[config.mk]
export PLATFORM = sky130hd
export DESIGN_NAME = morse_hex_digit_decoder
export DESIGN_NICKNAME = d
export VERILOG_FILES = /design/src/mhd_pkg.sv /design/src/morse_hex_digit_decoder.sv /design/src/mhd_symbol.sv /design/src/mhd_match.sv
export SDC_FILE = /design/constraint.sdc
export NUM_CORES = 1
export LEC_CHECK = 0
export BUFFER_PORTS_ARGS = -buffer_cell sky130_fd_sc_hd__buf_2
export CORE_UTILIZATION = 55
export CTS_CLUSTER_SIZE = 30
export DETAILED_ROUTE_END_ITERATION = 8
export PLACE_DENSITY = 0.82
export SLEW_MARGIN = 10
export SYNTH_ARGS = -nofsm -noshare
export SYNTH_HDL_FRONTEND = slang
export SYNTH_SLANG_ARGS = --single-unit
[constraint.sdc]
create_clock -name clk -period 17.7 [get_ports clk]
set_clock_uncertainty 0.15 [all_clocks]
set_input_delay 2.655 -clock clk [delete_from_list [all_inputs] [get_ports clk]]
set_output_delay 2.655 -clock clk [all_outputs]
set_load 0.03 [all_outputs]
[src/mhd_pkg.sv]
`timescale 1ns / 1ps
package mhd_pkg;

  localparam int MAX_SYMBOLS = 5;
  localparam int LEN_W       = 20;
  localparam int CAP_W       = 16;
  localparam int GAP_W       = 4;
  localparam int DIGIT_W     = 5;
  localparam int CFG_W       = 20;
  localparam int CNT_W       = 3;

  localparam logic [LEN_W-1:0]   LEN_MAX          = '1;
  localparam logic [LEN_W-1:0]   DOT_MIN_RESET    = 20'd30000;
  localparam logic [LEN_W-1:0]   DASH_SPLIT_RESET = 20'd200000;
  localparam logic [LEN_W-1:0]   DASH_MAX_RESET   = 20'd400000;
  localparam logic [GAP_W-1:0]   GAP_TICKS_RESET  = 4'd8;
  localparam logic [GAP_W-1:0]   GAP_COUNT_MAX    = '1;
  localparam logic [DIGIT_W-1:0] DIGIT_ERR        = 5'd16;

  typedef enum logic [1:0] {
    CMD_PRESS   = 2'd0,
    CMD_RELEASE = 2'd1,
    CMD_TICK    = 2'd2,
    CMD_NONE    = 2'd3
  } cmd_t;

  typedef enum logic [1:0] {
    REG_DOT_MIN    = 2'd0,
    REG_DASH_SPLIT = 2'd1,
    REG_DASH_MAX   = 2'd2,
    REG_GAP_TICKS  = 2'd3
  } reg_idx_t;

  typedef enum logic [1:0] {
    SYM_EMPTY = 2'd0,
    SYM_DOT   = 2'd1,
    SYM_DASH  = 2'd2,
    SYM_ERR   = 2'd3
  } sym_t;

  // Element 0 is the first symbol keyed.
  typedef sym_t [MAX_SYMBOLS-1:0] sym_row_t;

  typedef struct packed {
    logic [LEN_W-1:0] dot_min;
    logic [LEN_W-1:0] dash_split;
    logic [LEN_W-1:0] dash_max;
  } thr_t;

  // Rows written last symbol first.
  localparam sym_row_t CODE_TABLE [16] = '{
    {SYM_DASH,  SYM_DASH,  SYM_DASH,  SYM_DASH,  SYM_DASH},
    {SYM_DASH,  SYM_DASH,  SYM_DASH,  SYM_DASH,  SYM_DOT },
    {SYM_DASH,  SYM_DASH,  SYM_DASH,  SYM_DOT,   SYM_DOT },
    {SYM_DASH,  SYM_DASH,  SYM_DOT,   SYM_DOT,   SYM_DOT },
    {SYM_DASH,  SYM_DOT,   SYM_DOT,   SYM_DOT,   SYM_DOT },
    {SYM_DOT,   SYM_DOT,   SYM_DOT,   SYM_DOT,   SYM_DOT },
    {SYM_DOT,   SYM_DOT,   SYM_DOT,   SYM_DOT,   SYM_DASH},
    {SYM_DOT,   SYM_DOT,   SYM_DOT,   SYM_DASH,  SYM_DASH},
    {SYM_DOT,   SYM_DOT,   SYM_DASH,  SYM_DASH,  SYM_DASH},
    {SYM_DOT,   SYM_DASH,  SYM_DASH,  SYM_DASH,  SYM_DASH},
    {SYM_EMPTY, SYM_EMPTY, SYM_EMPTY, SYM_DASH,  SYM_DOT },
    {SYM_EMPTY, SYM_DOT,   SYM_DOT,   SYM_DOT,   SYM_DASH},
    {SYM_EMPTY, SYM_DOT,   SYM_DASH,  SYM_DOT,   SYM_DASH},
    {SYM_EMPTY, SYM_EMPTY, SYM_DOT,   SYM_DOT,   SYM_DASH},
    {SYM_EMPTY, SYM_EMPTY, SYM_EMPTY, SYM_EMPTY, SYM_DOT },
    {SYM_EMPTY, SYM_DOT,   SYM_DASH,  SYM_DOT,   SYM_DOT }
  };

endpackage

[src/morse_hex_digit_decoder.sv]
`timescale 1ns / 1ps
// Morse hex digit decoder.
// Input channel (in_valid/in_ready): one request per key press edge, key
// release edge or timer overflow tick, with the 16-bit timer capture value.
// Output channel (out_valid/out_ready): one result per request: show and
// digit when a letter ends, reload_timer on a release and on gap ticks that
// do not decode.
// Pipeline: a request accepted into the input register has its result valid once
// it moves on into the result register (input register, then result register). Throughput: one
// request per cycle while the receiver takes results; key state updates as the result loads.
// When the receiver stalls, the result holds, the input register fills and
// in_ready drops until the result is taken; nothing is lost.
// Reset (synchronous, rst high) empties both registers, clears the key and
// symbol state and loads the threshold registers with their defaults.
// Configuration: cfg_we with cfg_index and cfg_data writes one register at
// the edge; write only while no request is in flight.
module morse_hex_digit_decoder (
  input  logic        clk,
  input  logic        rst,
  input  logic        cfg_we,
  input  logic [1:0]  cfg_index,
  input  logic [19:0] cfg_data,
  input  logic        in_valid,
  output logic        in_ready,
  input  logic [1:0]  cmd,
  input  logic [15:0] capture_time,
  output logic        out_valid,
  input  logic        out_ready,
  output logic        show,
  output logic [4:0]  digit,
  output logic        reload_timer
);
  import mhd_pkg::*;

  thr_t             thr;
  logic [GAP_W-1:0] gap_ticks;

  logic             s_valid;
  logic [1:0]       s_cmd;
  logic [CAP_W-1:0] s_cap;
  logic             advance;

  logic [LEN_W-1:0] press_length, press_length_next;
  logic [CAP_W-1:0] press_start, press_start_next;
  logic             in_gap, in_gap_next;
  logic [GAP_W-1:0] gap_count, gap_count_next;
  sym_row_t         symbols, symbols_next;
  logic [CNT_W-1:0] symbol_count, symbol_count_next;
  logic             symbol_overflow, symbol_overflow_next;

  logic             show_next;
  logic [4:0]       digit_next;
  logic             reload_next;

  sym_t             sym;
  logic [4:0]       match_digit;
  logic [GAP_W-1:0] gap_inc;

  assign advance  = s_valid && (!out_valid || out_ready);
  assign in_ready = !s_valid || advance;
  assign gap_inc  = gap_count + GAP_W'(1);

  mhd_symbol u_symbol (
    .press_length (press_length),
    .press_start  (press_start),
    .capture_time (s_cap),
    .thr          (thr),
    .sym          (sym)
  );

  mhd_match u_match (
    .symbols  (symbols),
    .overflow (symbol_overflow),
    .digit    (match_digit)
  );

  always_comb begin
    press_length_next    = press_length;
    press_start_next     = press_start;
    in_gap_next          = in_gap;
    gap_count_next       = gap_count;
    symbols_next         = symbols;
    symbol_count_next    = symbol_count;
    symbol_overflow_next = symbol_overflow;
    show_next            = 1'b0;
    digit_next           = '0;
    reload_next          = 1'b0;
    case (s_cmd)
      CMD_PRESS: begin
        press_start_next  = s_cap;
        press_length_next = '0;
        in_gap_next       = 1'b0;
        gap_count_next    = '0;
      end
      CMD_RELEASE: begin
        if (symbol_count < CNT_W'(MAX_SYMBOLS)) begin
          symbols_next[symbol_count] = sym;
          symbol_count_next          = symbol_count + CNT_W'(1);
        end else begin
          symbol_overflow_next = 1'b1;
        end
        press_length_next = '0;
        in_gap_next       = 1'b1;
        gap_count_next    = '0;
        reload_next       = 1'b1;
      end
      CMD_TICK: begin
        if (!in_gap) begin
          if (&press_length[LEN_W-1:CAP_W]) begin
            press_length_next = LEN_MAX;
          end else begin
            press_length_next = press_length + (LEN_W'(1) << CAP_W);
          end
        end else if (gap_count != GAP_COUNT_MAX) begin
          gap_count_next = gap_inc;
          if (gap_inc == gap_ticks) begin
            show_next            = 1'b1;
            digit_next           = match_digit;
            symbols_next         = '{default: SYM_EMPTY};
            symbol_count_next    = '0;
            symbol_overflow_next = 1'b0;
          end else begin
            reload_next = 1'b1;
          end
        end else begin
          reload_next = 1'b1;
        end
      end
      default: begin
      end
    endcase
  end

  always_ff @(posedge clk) begin
    if (rst) begin
      thr.dot_min    <= DOT_MIN_RESET;
      thr.dash_split <= DASH_SPLIT_RESET;
      thr.dash_max   <= DASH_MAX_RESET;
      gap_ticks      <= GAP_TICKS_RESET;
    end else if (cfg_we) begin
      case (cfg_index)
        REG_DOT_MIN:    thr.dot_min    <= cfg_data;
        REG_DASH_SPLIT: thr.dash_split <= cfg_data;
        REG_DASH_MAX:   thr.dash_max   <= cfg_data;
        REG_GAP_TICKS:  gap_ticks      <= cfg_data[GAP_W-1:0];
        default: begin
        end
      endcase
    end
  end

  always_ff @(posedge clk) begin
    if (rst) begin
      s_valid <= 1'b0;
    end else if (in_ready) begin
      s_valid <= in_valid;
    end
    if (in_ready && in_valid) begin
      s_cmd <= cmd;
      s_cap <= capture_time;
    end
  end

  always_ff @(posedge clk) begin
    if (rst) begin
      press_length    <= '0;
      press_start     <= '0;
      in_gap          <= 1'b0;
      gap_count       <= '0;
      symbols         <= '{default: SYM_EMPTY};
      symbol_count    <= '0;
      symbol_overflow <= 1'b0;
    end else if (advance) begin
      press_length    <= press_length_next;
      press_start     <= press_start_next;
      in_gap          <= in_gap_next;
      gap_count       <= gap_count_next;
      symbols         <= symbols_next;
      symbol_count    <= symbol_count_next;
      symbol_overflow <= symbol_overflow_next;
    end
  end

  always_ff @(posedge clk) begin
    if (rst) begin
      out_valid <= 1'b0;
    end else if (advance) begin
      out_valid <= 1'b1;
    end else if (out_ready) begin
      out_valid <= 1'b0;
    end
    if (advance) begin
      show         <= show_next;
      digit        <= digit_next;
      reload_timer <= reload_next;
    end
  end

endmodule

[src/mhd_symbol.sv]
`timescale 1ns / 1ps
module mhd_symbol (
  input  logic [19:0]     press_length,
  input  logic [15:0]     press_start,
  input  logic [15:0]     capture_time,
  input  mhd_pkg::thr_t   thr,
  output mhd_pkg::sym_t   sym
);
  import mhd_pkg::*;

  logic [LEN_W+1:0] diff;
  logic [LEN_W-1:0] len;

  assign diff = {2'b00, press_length} + (LEN_W+2)'(capture_time)
              - (LEN_W+2)'(press_start);

  // Clamp to zero below, to the maximum above.
  always_comb begin
    if (diff[LEN_W+1]) begin
      len = '0;
    end else if (diff[LEN_W]) begin
      len = LEN_MAX;
    end else begin
      len = diff[LEN_W-1:0];
    end
  end

  always_comb begin
    if (len > thr.dot_min && len < thr.dash_split) begin
      sym = SYM_DOT;
    end else if (len > thr.dash_split && len < thr.dash_max) begin
      sym = SYM_DASH;
    end else begin
      sym = SYM_ERR;
    end
  end

endmodule

[src/mhd_match.sv]
`timescale 1ns / 1ps
module mhd_match (
  input  mhd_pkg::sym_row_t symbols,
  input  logic              overflow,
  output logic [4:0]        digit
);
  import mhd_pkg::*;

  // Scan high to low so the lowest matching digit wins.
  always_comb begin
    digit = DIGIT_ERR;
    for (int d = 15; d >= 0; d--) begin
      if (symbols == CODE_TABLE[d]) begin
        digit = DIGIT_W'(d);
      end
    end
    if (overflow) begin
      digit = DIGIT_ERR;
    end
  end

endmodule

==> out/summary.txt, run 1 <==
CELLS AND AREA
------------------------------------------------------------------------------------------------------
Footprint of the multi-input gates                                                        0.005425 sq mm
Area added between synthesis and finish                                                         11.35%
Area used by sequential logic in the layout                                               0.002873 sq mm
# diodes                                                                                             0
Number of fill cells                                                                              1294
Net total in the final layout                                                                     1260
Fraction of layout cells with a size suffix above 1                                             0.1043

TIMING
------------------------------------------------------------------------------------------------------
Final hold vios                                                                                      0
Relative slew slack                                                                             0.2127
Smallest hold slack                                                                          0.3037 ns
Unrepaired setup endpoints after global routing                                                     no
Pin slew with the least headroom to its limit                                                 1.173 ns
Fmax                                                                                         123.4 MHz
Final setup violation count                                                                          0
Final-report max-slew violation count                                                                0
Final worst path period need                                                                  8.104 ns
Fin crit share                                                                                  0.4578
Total Negative Setup Slacks                                                                       0 ns

SYNTHESIS
------------------------------------------------------------------------------------------------------
Synth Cell Area                                                                           0.008776 sq mm
EDFF count, synth                                                                                   25
Cell types occupying the most area after synthesis                                        sky130_fd_sc_hd__dfxtp_1 24%, sky130_fd_sc_hd__ha_1 14%, sky130_fd_sc_hd__edfxtp_1 8.6%
Seq/Total Area, Yosys                                                                           0.3273
Area share of the largest cell type after synthesis                                             0.2418
Synth cell count leaders                                                                  178 x sky130_fd_sc_hd__nand2_1, 128 x sky130_fd_sc_hd__a21oi_1, 106 x sky130_fd_sc_hd__dfxtp_1
Most common flop cell mapped by yosys                                                     sky130_fd_sc_hd__dfxtp_1
Synthesized Nets                                                                                  1222
Area leader, netlist                                                                      sky130_fd_sc_hd__dfxtp_1
Fraction of synthesis flops using an asynchronous set or reset pin                                   0
Instance count of the mapped netlist                                                              1080
Synthesis Warnings                                                                                   0
Most common cell in the netlist                                                           sky130_fd_sc_hd__nand2_1
Flip-flop and latch count after synthesis                                                          131
Number of distinct library cells after synthesis                                                    76
Syn Area/Cell                                                                              8.126 sq um

GLOBAL ROUTING
------------------------------------------------------------------------------------------------------
Number of global-route vias before repair                                                         7353
Maximum number of pins on one net before global-route repair                                        98
Total congestion overflow                                                                            0
Global-route wire length before repair                                                        34.08 mm
Antenna violations before repair                                                                     0
Total global-route track usage                                                                  0.2602

WORST SETUP PATH
------------------------------------------------------------------------------------------------------
Worst path arrival time                                                                        8.24 ns
Kind of capture point of the worst setup path                                                 register
Crit-path max FO                                                                                    18
Nature of the critical path startpoint                                                        register
Worst stage delay on the critical path                                                         0.93 ns
Worst path required time                                                                      17.84 ns
Critical path start-end classification                                                    register to register
Slowest-stage cell, CP                                                                    sky130_fd_sc_hd__xnor2_1

DIE
------------------------------------------------------------------------------------------------------
Die Width                                                                                 128.3 microns
Boundary pin count                                                                                  54
Die Ht                                                                                    128.3 microns
Initial standard-cell utilization of the core                                                   0.5709
Die footprint                                                                             0.01646 sq mm
Standard-cell rows                                                                                  45
Floorplan Core Area                                                                       0.01537 sq mm

CLOCK TREE
------------------------------------------------------------------------------------------------------
Setup Buffers After CTS                                                                              0
Clk Latency, worst-skew pair                                                                   0.42 ns
Count of H-tree levels built during CTS                                                              4
CTS Hold Bufs                                                                                        0
Clock transition at the register clock pins on the worst setup and hold paths after CTS        0.06 ns
Cell at the root of the clock tree                                                        sky130_fd_sc_hd__clkbuf_16
Clock Sink Count                                                                                   131
Clock Tree Buf Depth                                                                                 2
# resized after CTS                                                                                  0
Total CTS buffers                                                                                   17
CTS tree                                                                                          done

PWR
------------------------------------------------------------------------------------------------------
Pwr per Cell Area                                                                         82.82 mW/mm^2
Reported leakage power                                                                     0.004092 uW
Worst voltage drop across the vdd grid                                                      0.06600 mV

PLACEMENT
------------------------------------------------------------------------------------------------------
GPL Wtd Cong                                                                                    0.8900
Count of port buffers added during placement                                                        53
Dpl hpwl                                                                                      15.01 mm

DETAILED ROUTING
------------------------------------------------------------------------------------------------------
DRT iter0 DRCs                                                                                     426
Post-detailed-route via-to-cell ratio                                                            5.745
Iteration count of the initial detailed-routing pass                                                 5
WL final                                                                                      20.60 mm
DRC violations left                                                                                  0
Routed wire length per instance                                                           15.35 microns
Vias                                                                                              7710
Remaining antenna violation count                                                                    0

RUN
------------------------------------------------------------------------------------------------------
Number of violations of the max-capacitance limit                                                    0

HOLD PATH
------------------------------------------------------------------------------------------------------
Hold crit path type                                                                       register to register

STATUS
------------------------------------------------------------------------------------------------------
Result of the run                                                                         finished, final reports clean

-- final cells by class --
class | instances | share of cell area
sequential | 131 | 0.2940
timing repair buffer | 57 | 0.03022
multi-input combinational | 823 | 0.5552
inverter | 88 | 0.03380
clock buffer | 24 | 0.05250
clock inverter | 8 | 0.007298
tap | 211 | 0.02702
-- state kept, by name (all words and copies together) (netlist names), 2 cells and up --
name,count
s_cap,16
press_start,16
thr,60
gap_ticks,4
symbols,10
gap_count,4
symbol_count,3
s_cmd,2
digit,5
press_length,5
-- critical path: cells and delay by family (launching register included) --
kind	cells	cell delay (ns)
compound gates	16	3.22
fa+ha+maj	4	1.53
xor+xnor	2	1.07
flops	1	0.81
simple gates	9	1.09
buf+inv	1	0.07
-- cells in the final DEF (no fill, tap or decap), types with 8 or more instances in the layout --
cell type                   instances
sky130_fd_sc_hd__o21ai_0           27
sky130_fd_sc_hd__nand4_1           12
sky130_fd_sc_hd__a21oi_1          128
sky130_fd_sc_hd__nand2b_1          19
sky130_fd_sc_hd__xor2_1            17
sky130_fd_sc_hd__buf_2             53
sky130_fd_sc_hd__inv_1             88
sky130_fd_sc_hd__clkbuf_16         18
sky130_fd_sc_hd__nand3b_1          17
sky130_fd_sc_hd__nand2_1          178
sky130_fd_sc_hd__nand3_1           30
sky130_fd_sc_hd__ha_1              95
sky130_fd_sc_hd__a211o_1            9
sky130_fd_sc_hd__a31oi_1            8
sky130_fd_sc_hd__nor3_1            17
sky130_fd_sc_hd__edfxtp_1          25
sky130_fd_sc_hd__nor2_1            68
sky130_fd_sc_hd__dfxtp_1          106
sky130_fd_sc_hd__o31ai_1            9
sky130_fd_sc_hd__nor2b_1           18
sky130_fd_sc_hd__xnor2_1           23
sky130_fd_sc_hd__a211oi_1           9
sky130_fd_sc_hd__a21o_1            23
sky130_fd_sc_hd__o21a_1             8
-- logic make-up (layout without fill, tap and decap cells) --
family / Yosys count / count (layout) / synth area share
simple gates: 401 / 401 / 0.2160
compound gates: 271 / 271 / 0.2046
flops: 131 / 131 / 0.3273
buf+inv: 126 / 177 / 0.05503
fa+ha+maj: 97 / 97 / 0.1400
xor+xnor: 40 / 40 / 0.03992
mux: 14 / 14 / 0.01711
-- stage by stage --
step	worst slack, ns	utilization	instances	instance area [sq um]	power (uW)
2_1_floorplan	10.81	-	1080	8776	432.0
3_3_place_gp	10.01	0.5977	1310	9188	465.8
3_5_place_dp	9.795	0.5977	1310	9188	469.7
4_1_cts	9.725	0.6357	1342	9772	812.0
5_1_grt	9.065	0.6357	1342	9772	847.0
6_report	9.596	0.6357	1342	9772	809.3
-- power by group --
part	internal, uW	total [uW]	switching [uW]
combinational	58.0	146	87.9
clock	215	342	127
sequential	315	321	6.07
total	588	809	221
-- layer usage --
layer  global-route usage  up-vias  share of wire
li1                     -     3849              -
met2               0.4477      219           0.49
met5                    0        -              0
met1               0.3140     3588           0.44
met3              0.05050       54          0.043
met4               0.1190        0          0.032
-- worst paths after layout --
path         cells past startpoint  slack, ns              from    endpoint
min                              2       0.30           thr[13]     thr[13]
max                             32       9.60  press_length[14]  symbols[5]
min reg2reg                      2       0.30           thr[13]     thr[13]
max reg2reg                     32       9.60  press_length[14]  symbols[5]
Note: power is estimated with default switching activity, not from simulation.
==> run 2: changes to the inputs <==
Settings changed: PLACE_DENSITY 0.82 to 0.85.
Clock period 17.7 ns to 7.4 ns, I/O delays scaled along.
==> run 2 against run 1 <==
Count of clock-buffer cells in the layout decreased by 6. Die area unchanged. Critical path depth fell by 5. Combinational power increased by 140%. Fmax grew 17%. Final area is 1.1% higher. Hold slack about the same. Via count about the same. Sequential power is 140% higher. Register-to-register slack worse by 9.2 ns. Clock power grew to 2.6 times the previous value. Cell count is 0.22% higher. Critical path type unchanged. Largest power group unchanged. Highest routed layer unchanged.
==> out/summary.txt, run 2 (same netlist as run 1, synthesis figures left out) <==
STATUS
------------------------------------------------------------------------------------------------------
Result of the run                                                                         finished, final reports clean

DETAILED ROUTING
------------------------------------------------------------------------------------------------------
Routed wire length per instance                                                           15.08 microns   -1.7%
DRT iter0 DRCs                                                                                     518   +22%
Remaining antenna violation count                                                                    0   unchanged
Vias                                                                                              7713   +0.039%
WL final                                                                                      20.28 mm   -1.5%
Iteration count of the initial detailed-routing pass                                                 8   +3
Post-detailed-route via-to-cell ratio                                                            5.735   -0.18%
DRC violations left                                                                                  0   unchanged

WORST SETUP PATH
------------------------------------------------------------------------------------------------------
Kind of capture point of the worst setup path                                                 register
Launch point of the worst reg-to-reg path                                                 press_length[14]
Worst setup path end                                                                        symbols[5]
Slowest-stage cell, CP                                                                    sky130_fd_sc_hd__or4_1
Nature of the critical path startpoint                                                        register
Capture instance of the worst register-to-register path                                     symbols[5]
Worst r2r path cells                                                                                27   -16%
Start point of the critical path                                                          press_length[14]
Worst path required time                                                                       7.55 ns   -10.29 ns
Worst stage delay on the critical path                                                         0.55 ns   -0.38 ns
Register-to-register setup slack                                                               0.44 ns   -9.15 ns
Worst path arrival time                                                                        7.11 ns   -1.13 ns
Critical path start-end classification                                                    register to register
Crit-path max FO                                                                                    11   -7

TIMING
------------------------------------------------------------------------------------------------------
Fin crit share                                                                                  0.9399   +0.4821
Final setup violation count                                                                          0   unchanged
Final critical-path setup slack                                                              0.4448 ns   -9.152 ns
Fmax                                                                                         143.8 MHz   +17%
Total Negative Setup Slacks                                                                       0 ns   unchanged
Final hold vios                                                                                      0   unchanged
Relative slew slack                                                                             0.3074   +0.09469
Unrepaired setup endpoints after global routing                                                     no
Final worst path period need                                                                  6.955 ns   -1.148 ns
Final-report max-slew violation count                                                                0   unchanged
Pin slew with the least headroom to its limit                                                 1.039 ns   -0.1336 ns

PLACEMENT
------------------------------------------------------------------------------------------------------
Dpl hpwl                                                                                      14.87 mm   -0.93%
GPL Wtd Cong                                                                                    0.9247   +3.9%
Setup Slack @ Placement                                                                      0.2820 ns   -9.513 ns
Count of port buffers added during placement                                                        53   unchanged

CLOCK TREE
------------------------------------------------------------------------------------------------------
Total CTS buffers                                                                                   17   unchanged
Clock transition at the register clock pins on the worst setup and hold paths after CTS        0.06 ns   about the same
# resized after CTS                                                                                  0   unchanged
CTS Hold Bufs                                                                                        0   unchanged
Cell at the root of the clock tree                                                        sky130_fd_sc_hd__clkbuf_16
Clk Latency, worst-skew pair                                                                   0.43 ns   about the same
Count of H-tree levels built during CTS                                                              4   unchanged
Clock Tree Buf Depth                                                                                 2   unchanged
CTS tree                                                                                          done
Clock Sink Count                                                                                   131   unchanged
Setup Buffers After CTS                                                                              0   unchanged

CELLS AND AREA
------------------------------------------------------------------------------------------------------
Area added between synthesis and finish                                                         12.55%
Most frequent standard cell in the layout excluding fill and tap cells                    sky130_fd_sc_hd__nand2_1
Largest registers in the final layout                                                     thr x60, press_start x16, s_cap x16
Largest reg by FF count                                                                            thr
Fraction of layout cells with a size suffix above 1                                             0.1093   +0.005015
Max reg flops                                                                                       60   unchanged
# diodes                                                                                             0   unchanged
Net total in the final layout                                                                     1263   +0.24%
Most used cells in the layout excluding fill and tap cells                                178 x sky130_fd_sc_hd__nand2_1, 127 x sky130_fd_sc_hd__a21oi_1, 106 x sky130_fd_sc_hd__dfxtp_1

PWR
------------------------------------------------------------------------------------------------------
Share of total power in sequential cells                                                         0.383   -0.013
Combinational power share                                                                        0.177   -0.003
Internal Power                                                                                 1457 uW   +150%
Portion of total power attributed to the clock network                                           0.440   +0.017
Reported leakage power                                                                     0.004117 uW   +0.60%
Final Power                                                                                    2005 uW   +150%
Switching part of the total power                                                               0.2735   +0.0002902
Worst voltage drop across the vdd grid                                                       0.1603 mV   +140%
Net Switching                                                                                 548.3 uW   +150%
Pwr per Cell Area                                                                         203.0 mW/mm^2   +150%

HOLD PATH
------------------------------------------------------------------------------------------------------
Hold crit path type                                                                       register to register

DIE
------------------------------------------------------------------------------------------------------
Die footprint                                                                             0.01646 sq mm   unchanged
Floorplan Core Area                                                                       0.01537 sq mm   unchanged
Standard-cell rows                                                                                  45   unchanged
Die Ht                                                                                    128.3 microns   unchanged
Initial standard-cell utilization of the core                                                   0.5709   unchanged
Die Width                                                                                 128.3 microns   unchanged
Boundary pin count                                                                                  54   unchanged

GLOBAL ROUTING
------------------------------------------------------------------------------------------------------
Antenna violations before repair                                                                     0   unchanged
Global-route wire length before repair                                                        33.18 mm   -2.7%
Total congestion overflow                                                                            0   unchanged
Total global-route track usage                                                                  0.2537   -0.006545
Number of global-route vias before repair                                                         7182   -2.3%
Maximum number of pins on one net before global-route repair                                       102   +4.1%

RUN
------------------------------------------------------------------------------------------------------
Number of violations of the max-capacitance limit                                                    0   unchanged

==> run 2: final cells by class <==
type,count,area (sq um)
Clock buffer,18,429.2
Sequential cell,131,2873
Clock inverter,14,185.2
Inverter,88,330.3
Tap cell,211,264.0
Timing Repair Buffer,60,321.6
Multi-Input combinational cell,823,5474
Fill cell,1245,5494
==> run 2: metal layers <==
metal / vias to the layer above / GRT usage / part of all wire
li1: 3867 / - / -
met1: 3567 / 0.3067 / 0.43
met2: 235 / 0.4391 / 0.49
met3: 44 / 0.05509 / 0.051
met4: 0 / 0.09896 / 0.023
met5: - / 0 / 0
==> run 2: power groups by stage <==
stage	sequential (uW)	combinational (uW)	clock (uW)
floorplan	782	252	0
finish	767	355	882
CTS	767	348	891
detailed placement	782	342	0
global placement	781	334	0
global route	770	400	923
==> run 2: worst min path at each step <==
stage,cells past startpoint,from,to,slack (ns)
final,2,thr[14],thr[14],0.30
after global routing,2,thr[8],thr[8],0.32
after CTS,2,thr[24],thr[24],0.30
after detailed placement,2,thr[23],thr[23],0.30
after global placement,2,press_start[11],press_start[11],0.29
after floorplan,2,press_start[10],press_start[10],0.29
==> run 2: stage by stage <==
step                hold slack (ns)  instance area [sq um]    util  instances
floorplan                    0.2863                   8776       -       1080
global placement             0.2921                   9210  0.5992       1313
detailed placement           0.2979                   9210  0.5992       1313
CTS                          0.3045                   9824  0.6392       1345
global route                 0.3225                   9877  0.6426       1345
finish                       0.3033                   9877  0.6426       1345
==> run 2: critical path: cells and delay by family, from the launching register on <==
| kind | cells | cell delay (ns) |
|---|---|---|
| flops | 1 | 0.41 |
| buf+inv | 2 | 0.28 |
| compound gates | 13 | 3.08 |
| simple gates | 7 | 1.57 |
| fa+ha+maj | 4 | 1.20 |
| xor+xnor | 1 | 0.13 |
